`src/hdl/bfha_pkg.sv`:
```
// Package for the best-fit heap allocator: sizes, codes, table entry type.
// No dependencies.
package bfha_pkg;

    localparam int MAX_BLOCKS = 64;
    localparam int IDX_W = $clog2(MAX_BLOCKS);
    localparam int CNT_W = $clog2(MAX_BLOCKS + 1);
    localparam logic [15:0] HEADER = 16'd24;
    localparam logic [15:0] HEAP_RESET = 16'd10024;

    localparam logic [1:0] ST_OK   = 2'd0;
    localparam logic [1:0] ST_FULL = 2'd1;
    localparam logic [1:0] ST_NONE = 2'd2;

    localparam logic FUNC_ALLOC = 1'b0;
    localparam logic FUNC_FREE  = 1'b1;

    typedef struct packed {
        logic [15:0] start;
        logic [15:0] size;
        logic        used;
    } blk_t;

    typedef enum logic [3:0] {
        S_IDLE,
        S_INIT,
        S_SCAN_RD,
        S_SCAN,
        S_DECIDE,
        S_UP_RD,
        S_UP_WR,
        S_SPLIT,
        S_NEXT_RD,
        S_NEXT,
        S_MERGE,
        S_DN_RD,
        S_DN_WR,
        S_DONE
    } state_t;

endpackage

```
`src/hdl/bfha_if.sv`:
```
// Valid/ready channel interfaces for the allocator's request and result.
// Depends on nothing.
interface bfha_req_if;
    logic        valid;
    logic        ready;
    logic        func;
    logic [15:0] request_bytes;
    logic [15:0] payload_offset;
    modport source (output valid, func, request_bytes, payload_offset, input ready);
    modport sink   (input valid, func, request_bytes, payload_offset, output ready);
endinterface

interface bfha_rsp_if;
    logic        valid;
    logic        ready;
    logic [1:0]  status;
    logic [15:0] granted_offset;
    modport source (output valid, status, granted_offset, input ready);
    modport sink   (input valid, status, granted_offset, output ready);
endinterface

```
`src/hdl/bfha_table_ram.sv`:
```
// Block table storage: one write port, one registered read port.
// Depends on bfha_pkg.
module bfha_table_ram (
    input  logic                      clk,
    input  logic                      we,
    input  logic [bfha_pkg::IDX_W-1:0] waddr,
    input  bfha_pkg::blk_t            wdata,
    input  logic [bfha_pkg::IDX_W-1:0] raddr,
    output bfha_pkg::blk_t            rdata
);
    import bfha_pkg::*;

    blk_t mem [MAX_BLOCKS];

    // write and registered read
    always_ff @(posedge clk)
    begin
        if (we)
        begin
            mem[waddr] <= wdata;
        end
        rdata <= mem[raddr];
    end
endmodule

```
`src/hdl/best_fit_heap_allocator_core.sv`:
```
// Top level of the best-fit heap allocator: sequencer plus block table memory.
// Depends on bfha_pkg, bfha_if.sv and bfha_table_ram.
//
//  channel   dir   transfer when          payload
//  req       in    req.valid & req.ready  func, request_bytes, payload_offset
//  rsp       out   rsp.valid & rsp.ready  status, granted_offset
//  cfg       in    cfg_we                 cfg_wdata (heap_bytes)
//
// Allocate scans every entry, one table read per entry, and when it splits a
// block it moves the entries above the best fit up to open a slot.
// Free scans until it finds a match, reads its successor if there is one,
// and when a merge removes entries it moves the entries above down.
// All table reads go through one registered-read memory port.
// Reset or a cfg write reinitializes the table (entry 0 only).
// req.ready is low while an item is in flight or its result is unclaimed.
module best_fit_heap_allocator_core (
    input  logic       clk,
    input  logic       rst_n,
    bfha_req_if.sink   req,
    bfha_rsp_if.source rsp,
    input  logic       cfg_we,
    input  logic [15:0] cfg_wdata
);
    import bfha_pkg::*;

    state_t state_reg, state_next;
    logic [15:0] heap_reg;
    logic [CNT_W-1:0] cnt_reg, cnt_next;
    logic [CNT_W-1:0] idx_reg, idx_next;
    logic [CNT_W-1:0] best_reg, best_next;
    logic             found_reg, found_next;
    blk_t             best_blk_reg, best_blk_next;
    logic             func_reg;
    logic [15:0]      req_reg, off_reg;
    logic [1:0]       st_reg, st_next;
    logic [15:0]      gr_reg, gr_next;
    logic             rv_reg, rv_next;
    // merge bookkeeping: free neighbors of the freed entry
    blk_t             prev_reg, prev_next;
    logic             mrg_prev_reg, mrg_prev_next;
    logic             mrg_next_reg, mrg_next_next;

    logic             we;
    logic [IDX_W-1:0] waddr, raddr;
    blk_t             wdata, rdata;

    bfha_table_ram u_ram (
        .clk(clk), .we(we), .waddr(waddr), .wdata(wdata), .raddr(raddr), .rdata(rdata)
    );

    logic [16:0] need;
    logic [16:0] diff;
    logic [15:0] remain;
    logic [15:0] top_start;
    logic [1:0]  gap;
    logic [CNT_W-1:0] src0;
    assign need = {1'b0, req_reg} + {1'b0, HEADER};
    assign diff = {1'b0, best_blk_reg.size} - {1'b0, req_reg};
    assign remain = best_blk_reg.size - need[15:0];
    assign top_start = best_blk_reg.start + remain;
    assign gap = {1'b0, mrg_prev_reg} + {1'b0, mrg_next_reg};
    assign src0 = best_reg + CNT_W'(1) + CNT_W'(mrg_next_reg);

    assign req.ready = (state_reg == S_IDLE) && !rv_reg;
    assign rsp.valid = rv_reg;
    assign rsp.status = st_reg;
    assign rsp.granted_offset = gr_reg;

    // control registers
    always_ff @(posedge clk or negedge rst_n)
    begin
        if (!rst_n)
        begin
            state_reg <= S_INIT;
            heap_reg <= HEAP_RESET;
            cnt_reg <= CNT_W'(1);
            rv_reg <= 1'b0;
        end
        else
        begin
            state_reg <= cfg_we ? S_INIT : state_next;
            if (cfg_we)
            begin
                heap_reg <= cfg_wdata;
            end
            cnt_reg <= cnt_next;
            rv_reg <= rv_next;
        end
    end

    // datapath registers
    always_ff @(posedge clk)
    begin
        idx_reg <= idx_next;
        best_reg <= best_next;
        found_reg <= found_next;
        best_blk_reg <= best_blk_next;
        st_reg <= st_next;
        gr_reg <= gr_next;
        prev_reg <= prev_next;
        mrg_prev_reg <= mrg_prev_next;
        mrg_next_reg <= mrg_next_next;
        if (req.valid && req.ready)
        begin
            func_reg <= req.func;
            req_reg <= req.request_bytes;
            off_reg <= req.payload_offset;
        end
    end

    // sequencer
    always_comb
    begin
        state_next = state_reg;
        cnt_next = cnt_reg;
        idx_next = idx_reg;
        best_next = best_reg;
        found_next = found_reg;
        best_blk_next = best_blk_reg;
        st_next = st_reg;
        gr_next = gr_reg;
        rv_next = rv_reg;
        prev_next = prev_reg;
        mrg_prev_next = mrg_prev_reg;
        mrg_next_next = mrg_next_reg;
        we = 1'b0;
        waddr = '0;
        wdata = '0;
        raddr = idx_reg[IDX_W-1:0];
        if (rv_reg && rsp.ready)
        begin
            rv_next = 1'b0;
        end
        unique case (state_reg)
            S_INIT:
            begin
                we = 1'b1;
                wdata = '{start: 16'd0, size: heap_reg, used: 1'b0};
                cnt_next = CNT_W'(1);
                state_next = S_IDLE;
            end
            S_IDLE:
            begin
                if (req.valid && req.ready)
                begin
                    idx_next = '0;
                    found_next = 1'b0;
                    st_next = ST_OK;
                    gr_next = '0;
                    state_next = S_SCAN_RD;
                end
            end
            S_SCAN_RD:
            begin
                state_next = S_SCAN;
            end
            S_SCAN:
            begin
                // each entry is read in S_SCAN_RD and compared here
                if (func_reg == FUNC_ALLOC)
                begin
                    if (!rdata.used && {1'b0, rdata.size} >= need
                        && (!found_reg || rdata.size < best_blk_reg.size))
                    begin
                        found_next = 1'b1;
                        best_next = idx_reg;
                        best_blk_next = rdata;
                    end
                    if (idx_reg + CNT_W'(1) >= cnt_reg)
                    begin
                        state_next = S_DECIDE;
                    end
                    else
                    begin
                        idx_next = idx_reg + CNT_W'(1);
                        state_next = S_SCAN_RD;
                    end
                end
                else
                begin
                    if (rdata.used && off_reg >= HEADER
                        && rdata.start == off_reg - HEADER)
                    begin
                        found_next = 1'b1;
                        best_next = idx_reg;
                        best_blk_next = rdata;
                        state_next = S_DECIDE;
                    end
                    else if (idx_reg + CNT_W'(1) >= cnt_reg)
                    begin
                        state_next = S_DECIDE;
                    end
                    else
                    begin
                        prev_next = rdata;
                        idx_next = idx_reg + CNT_W'(1);
                        state_next = S_SCAN_RD;
                    end
                end
            end
            S_DECIDE:
            begin
                if (!found_reg)
                begin
                    st_next = (func_reg == FUNC_ALLOC) ? ST_FULL : ST_NONE;
                    state_next = S_DONE;
                end
                else if (func_reg == FUNC_ALLOC)
                begin
                    if (diff > 17'({HEADER, 1'b0}))
                    begin
                        if (cnt_reg >= CNT_W'(MAX_BLOCKS))
                        begin
                            st_next = ST_FULL;
                            state_next = S_DONE;
                        end
                        else
                        begin
                            // open a slot at best+1 by shifting up from the end
                            idx_next = cnt_reg;
                            state_next = S_UP_RD;
                        end
                    end
                    else if (best_blk_reg.start == 16'd0)
                    begin
                        st_next = ST_FULL;
                        state_next = S_DONE;
                    end
                    else
                    begin
                        we = 1'b1;
                        waddr = best_reg[IDX_W-1:0];
                        wdata = '{start: best_blk_reg.start, size: best_blk_reg.size,
                                  used: 1'b1};
                        gr_next = best_blk_reg.start + HEADER;
                        state_next = S_DONE;
                    end
                end
                else
                begin
                    // free: note a free predecessor, then look at the successor
                    mrg_prev_next = (best_reg != '0) && !prev_reg.used;
                    best_blk_next.used = 1'b0;
                    if (best_reg + CNT_W'(1) < cnt_reg)
                    begin
                        idx_next = best_reg + CNT_W'(1);
                        state_next = S_NEXT_RD;
                    end
                    else
                    begin
                        mrg_next_next = 1'b0;
                        state_next = S_MERGE;
                    end
                end
            end
            S_UP_RD:
            begin
                // allocate split: idx is the slot being filled
                if (idx_reg == best_reg + CNT_W'(1))
                begin
                    we = 1'b1;
                    waddr = idx_reg[IDX_W-1:0];
                    wdata = '{start: top_start, size: need[15:0], used: 1'b1};
                    gr_next = top_start + HEADER;
                    state_next = S_SPLIT;
                end
                else
                begin
                    raddr = IDX_W'(idx_reg - CNT_W'(1));
                    state_next = S_UP_WR;
                end
            end
            S_UP_WR:
            begin
                we = 1'b1;
                waddr = idx_reg[IDX_W-1:0];
                wdata = rdata;
                idx_next = idx_reg - CNT_W'(1);
                state_next = S_UP_RD;
            end
            S_SPLIT:
            begin
                // lower part stays free
                we = 1'b1;
                waddr = best_reg[IDX_W-1:0];
                wdata = '{start: best_blk_reg.start, size: remain, used: 1'b0};
                cnt_next = cnt_reg + CNT_W'(1);
                state_next = S_DONE;
            end
            S_NEXT_RD:
            begin
                state_next = S_NEXT;
            end
            S_NEXT:
            begin
                // fold a free successor into the freed block
                if (!rdata.used)
                begin
                    mrg_next_next = 1'b1;
                    best_blk_next.size = best_blk_reg.size + rdata.size;
                end
                else
                begin
                    mrg_next_next = 1'b0;
                end
                state_next = S_MERGE;
            end
            S_MERGE:
            begin
                // write merged entry, then close the gap of removed entries
                we = 1'b1;
                if (mrg_prev_reg)
                begin
                    waddr = IDX_W'(best_reg - CNT_W'(1));
                    wdata = '{start: prev_reg.start,
                              size: prev_reg.size + best_blk_reg.size, used: 1'b0};
                end
                else
                begin
                    waddr = best_reg[IDX_W-1:0];
                    wdata = best_blk_reg;
                end
                idx_next = src0;
                if (gap == 2'd0)
                begin
                    state_next = S_DONE;
                end
                else if (src0 >= cnt_reg)
                begin
                    cnt_next = cnt_reg - CNT_W'(gap);
                    state_next = S_DONE;
                end
                else
                begin
                    state_next = S_DN_RD;
                end
            end
            S_DN_RD:
            begin
                state_next = S_DN_WR;
            end
            S_DN_WR:
            begin
                we = 1'b1;
                waddr = IDX_W'(idx_reg - CNT_W'(gap));
                wdata = rdata;
                if (idx_reg + CNT_W'(1) >= cnt_reg)
                begin
                    cnt_next = cnt_reg - CNT_W'(gap);
                    state_next = S_DONE;
                end
                else
                begin
                    idx_next = idx_reg + CNT_W'(1);
                    state_next = S_DN_RD;
                end
            end
            S_DONE:
            begin
                rv_next = 1'b1;
                if (st_reg != ST_OK)
                begin
                    gr_next = '0;
                end
                state_next = S_IDLE;
            end
            default:
            begin
                state_next = S_IDLE;
            end
        endcase
    end

    // result held while waiting
    a_rsp_hold: assert property (@(posedge clk) disable iff (!rst_n)
        rsp.valid && !rsp.ready |=> rsp.valid && $stable(rsp.status)
                                    && $stable(rsp.granted_offset));

    // no new transfer while a result is pending
    a_busy: assert property (@(posedge clk) disable iff (!rst_n)
        rsp.valid |-> !req.ready);

    // table count stays in range
    a_count: assert property (@(posedge clk) disable iff (!rst_n)
        cnt_reg >= CNT_W'(1) && cnt_reg <= CNT_W'(MAX_BLOCKS));

    // only defined status codes
    a_status: assert property (@(posedge clk) disable iff (!rst_n)
        rsp.valid |-> (rsp.status == ST_OK || rsp.status == ST_FULL
                       || rsp.status == ST_NONE));

    // failed requests grant nothing
    a_grant_zero: assert property (@(posedge clk) disable iff (!rst_n)
        rsp.valid && rsp.status != ST_OK |-> rsp.granted_offset == 16'd0);
endmodule
```
`src/flat_wrapper.sv`:
```
// flat-port wrapper written by rule: the top's interface ports become plain ports
module best_fit_heap_allocator_core_flat import bfha_pkg::*;
  (clk, rst_n, cfg_we, cfg_wdata, req_valid, req_func, req_request_bytes, req_payload_offset, req_ready, rsp_valid, rsp_status, rsp_granted_offset, rsp_ready);
  bfha_req_if req_i ();
  bfha_rsp_if rsp_i ();
  input  logic clk;
  input  logic rst_n;
  input  logic cfg_we;
  input  logic [15:0] cfg_wdata;
  input wire logic [$bits(req_i.valid)-1:0] req_valid;
  input wire logic [$bits(req_i.func)-1:0] req_func;
  input wire logic [$bits(req_i.request_bytes)-1:0] req_request_bytes;
  input wire logic [$bits(req_i.payload_offset)-1:0] req_payload_offset;
  output wire logic [$bits(req_i.ready)-1:0] req_ready;
  output wire logic [$bits(rsp_i.valid)-1:0] rsp_valid;
  output wire logic [$bits(rsp_i.status)-1:0] rsp_status;
  output wire logic [$bits(rsp_i.granted_offset)-1:0] rsp_granted_offset;
  input wire logic [$bits(rsp_i.ready)-1:0] rsp_ready;
  assign req_i.valid = req_valid;
  assign req_i.func = req_func;
  assign req_i.request_bytes = req_request_bytes;
  assign req_i.payload_offset = req_payload_offset;
  assign req_ready = req_i.ready;
  assign rsp_valid = rsp_i.valid;
  assign rsp_status = rsp_i.status;
  assign rsp_granted_offset = rsp_i.granted_offset;
  assign rsp_i.ready = rsp_ready;
  best_fit_heap_allocator_core u_core (.clk(clk), .rst_n(rst_n), .req(req_i), .rsp(rsp_i), .cfg_we(cfg_we), .cfg_wdata(cfg_wdata));
endmodule
```
`config.mk`:
```
export PLATFORM = sky130hd
export DESIGN_NAME = best_fit_heap_allocator_core_flat
export DESIGN_NICKNAME = d
export VERILOG_FILES = /design/src/hdl/bfha_pkg.sv /design/src/hdl/bfha_if.sv /design/src/hdl/bfha_table_ram.sv /design/src/hdl/best_fit_heap_allocator_core.sv /design/src/flat_wrapper.sv
export SDC_FILE = /design/constraint.sdc
export NUM_CORES = 2
export LEC_CHECK = 0
export BUFFER_PORTS_ARGS = -buffer_cell sky130_fd_sc_hd__buf_2
export CAP_MARGIN = 30
export CORE_MARGIN = 2
export CORE_UTILIZATION = 57
export DETAILED_ROUTE_END_ITERATION = 16
export GPL_TIMING_DRIVEN = 0
export PLACE_DENSITY = 0.76
export SLEW_MARGIN = 20
export SYNTH_ARGS = -nofsm -noshare
export SYNTH_HDL_FRONTEND = slang
export SYNTH_HIERARCHICAL = 1
export SYNTH_SLANG_ARGS = --single-unit
```
`constraint.sdc`:
```
create_clock -name clk -period 6.4 [get_ports clk]
set_input_delay 0.64 -clock clk [delete_from_list [all_inputs] [get_ports clk]]
set_output_delay 0.64 -clock clk [all_outputs]
set_load 0.05 [all_outputs]
```
==> reports/metrics.yaml <==
sta:
  worst_slack_ns: -0.07740
  fin_skew_ns: 0.1049
  slew_violations: 0
  fin_crit_ns: 6.477
  setup_viol: 3
  tightestPinTransition_ns: 1.104
  setup_tns_ns: -0.1877
  fin_crit_sh_pct: 101.2
  timing.hold.ws_ns: 0.01645
  timing.fmax_ghz: 0.1544
  finalHoldViolations: 0
  max-slew-margin-rel_pct: 26.39
power:
  p_leak_uw: 0.03416
  power_density_mw_per_mm2: 303.7
  max-vdd-ir-drop_v: 0.0002973
global_routing:
  antenna_found_initial: 18
  overflow: 0
  grt_use_total_pct: 37.73
  grt_max_degree: 65
  grt_pass1_vias: 57340
  grt_pass1_wl_um: 440100
logic_synthesis:
  async_reset_ff_share_pct: 1.214
  synth-edff-count: 2246
  yosysSeqAreaShare_pct: 72.15
  synth.net_count: 5332
  yosys_warnings: 6
  yosysTopAreaCell: "edfxtp_1"
  synthTopCellsByCount: "2246 x edfxtp_1, 484 x mux4_2, 207 x nand2_1"
  syn-instance-count: 5128
  ys_seq_elements: 2307
  netlist_area_sq_mm: 0.09537
  netlist_top_cells_area: "edfxtp_1 71%, mux4_2 11%, ha_1 1.9%, mux2i_1 1.2%, nand2_1 0.81%"
  synth_top_area_share_pct: 70.72
  synth_flop_cell: "edfxtp_1"
  synth.avg_cell_area_sq_um: 18.60
  synth_most_common_cell: "edfxtp_1"
  yosysUniqueCellTypes: 107
hold_path:
  hold_end: "u_core/off_reg[13]"
  hp-class: "in -> reg"
  hp-start: "req_payload_offset[13]"
  holdPathStages: 1
critical_path:
  reg2reg_depth: 19
  cp.required_ns: 7.15
  rrSetupSlack_ns: -0.08
  end_kind: "flip-flop"
  reg2reg_from: "u_core/best_reg[0]"
  cp_max_fo: 10
  timing.rr.end: "u_core/u_ram/rdata[18]"
  cp.arrival_ns: 7.23
  critical_path.startpoint_type: "flip-flop"
  critPathKind: "reg -> reg"
routing:
  drc: 0
  route.vias.total: 58980
  wirelength_um: 321500
  ant_nets: 0
  drt_pre_antenna_iters: 8
  via_per_inst: 7.282
  drtIter0Drc: 11270
  wire_per_inst_um: 39.70
cts:
  numCtsBuffers: 218
  cts_tree: "yes"
  h-tree-depth: 4
  insertion_delay_ns: 0.93
  cts_num_sinks: 2307
  clock_path_buffers: 3
  cts-root-buf: "clkbuf_16"
  clk_pin_slew_worst_paths_ns: 0.06
status:
  status: "finished, violations left"
  failed_checks: "negative setup slack"
die:
  core_sq_mm: 0.1667
  io_pins: 74
  start_util_pct: 57.23
  rows: 150
  dieHeight_um: 413.1
  dieWidth_um: 413.1
  die_area_sq_mm: 0.1706
place:
  portBuffers: 72
  hpwl_um: 209900
  place.gp.congestion: 0.9586
  place_ws_ns: -1.119
cells_and_area:
  nets: 5889
  top_register: "u_core/u_ram/mem"
  drive_gt1_share_pct: 25.01
  largest_reg_flops: 2112
  syn_to_final_growth_pct: 17.16
flow_run:
  cap_violations: 0
[per-stage QoR]
stage	area (sq um)	std cells	util, %	power, uW
final	111700	8099	67.05	33930
after global routing	111700	8086	67.03	34530
after CTS	111300	8048	66.79	33700
after detailed placement	103100	7581	61.87	20760
after global placement	98490	7404	59.10	20640
after floorplan	95370	5128	-	19270
[power by group]
group | total (uW) | internal (uW) | switching (uW)
Combinational | 3820 | 1280 | 2530
Sequential | 16900 | 16700 | 200
Clock | 13200 | 7300 | 5880
[cell families (layout without fill, tap and decap cells)]
logic type	after synthesis	after routing	synth area share, %
DFF	2307	2307	72.15
and+or+nand+nor	831	831	4.404
AOI/OAI and AO/OA	714	714	5.448
muxes	623	623	12.91
buffers and inverters	370	1111	1.792
adders and majority gates	151	151	2.026
xor gates and xnor gates	132	132	1.262
other	0	26	0
[critical path: stages (launching register included)]
cell       delay [ns]
edfxtp_1         0.35
clkbuf_1         0.41
inv_1            0.16
ha_1             0.49
xnor2_1          0.16
nand4_1          0.14
nor4_2           0.44
clkbuf_2         0.41
ha_1             0.31
o21ai_2          0.40
buf_4            0.27
buf_8            0.21
buf_6            0.28
buf_6            0.32
buf_6            0.25
mux2i_1          0.13
a22oi_1          0.21
nand4_1          0.14
o2111ai_1        0.83
o22a_1           0.44
[placed cells by master (no fill, tap or decap), types with 38 or more instances in the layout]
cell	synthesis	routed
edfxtp_1	2246	2246
mux4_2	484	484
clkbuf_16	0	220
nand2_1	207	203
clkbuf_1	160	167
ha_1	144	144
buf_2	66	128
mux2i_1	119	119
nor2_1	176	110
nand3_1	107	107
inv_1	96	96
buf_12	0	95
a22oi_1	90	88
xnor2_1	88	86
a21oi_1	87	85
o21ai_0	84	78
buf_4	12	73
nand4_1	68	68
nor2_4	1	67
buf_16	0	67
nor2b_1	56	56
o22ai_1	67	55
clkinv_1	0	48
o221ai_1	59	48
a211oi_1	51	48
a21o_1	51	43
nor3_1	47	42
and3_1	41	41
nand2b_1	41	40
xor2_1	40	38
[metal layers]
layer | track usage (%) | wire (um)
met5 | 0.5088 | 483
met4 | 25.94 | 29260
met3 | 14.49 | 50030
met2 | 56.63 | 142400
met1 | 45.25 | 99410
[what timing repair did]
action / 4_1_cts / 5_1_grt
gates cloned: 0 / 0
hold endpoints to repair: 49 / 0
pin swaps: 20 / 6
hold buffers: 30 / 0
buffers inserted: 37 / 19
resized for setup: 56 / 46
endpoints found under the setup margin: 1988 / 723
[cell type report]
type | instances | area (sq um)
Sequential cell | 2307 | 68820
Fill cell | 10160 | 54920
Multi-Input combinational cell | 2451 | 25930
Clock buffer | 271 | 5807
Timing Repair Buffer | 343 | 5106
Tap cell | 2204 | 2758
Clock inverter | 133 | 1494
Buffer | 267 | 1400
Inverter | 97 | 364.1
Antenna cell | 26 | 65.06
[worst max path at each step]
stage | cells past startpoint | endpoint | slack (ns) | from
floorplan | 20 | u_core/u_ram/mem[28][0] | 0.36 | u_core/best_blk_reg[1]
global placement | 10 | u_core/u_ram/mem[12][5] | -4.42 | u_core/best_blk_reg[2]
detailed placement | 18 | u_core/u_ram/mem[12][8] | -1.12 | u_core/best_blk_reg[2]
CTS | 20 | u_core/u_ram/mem[19][16] | -0.02 | u_core/best_blk_reg[2]
global route | 22 | u_core/rsp.granted_offset[14] | -0.04 | u_core/req_reg[3]
finish | 19 | u_core/u_ram/rdata[18] | -0.08 | u_core/best_reg[0]
Note: power is estimated with default switching activity, not from simulation.
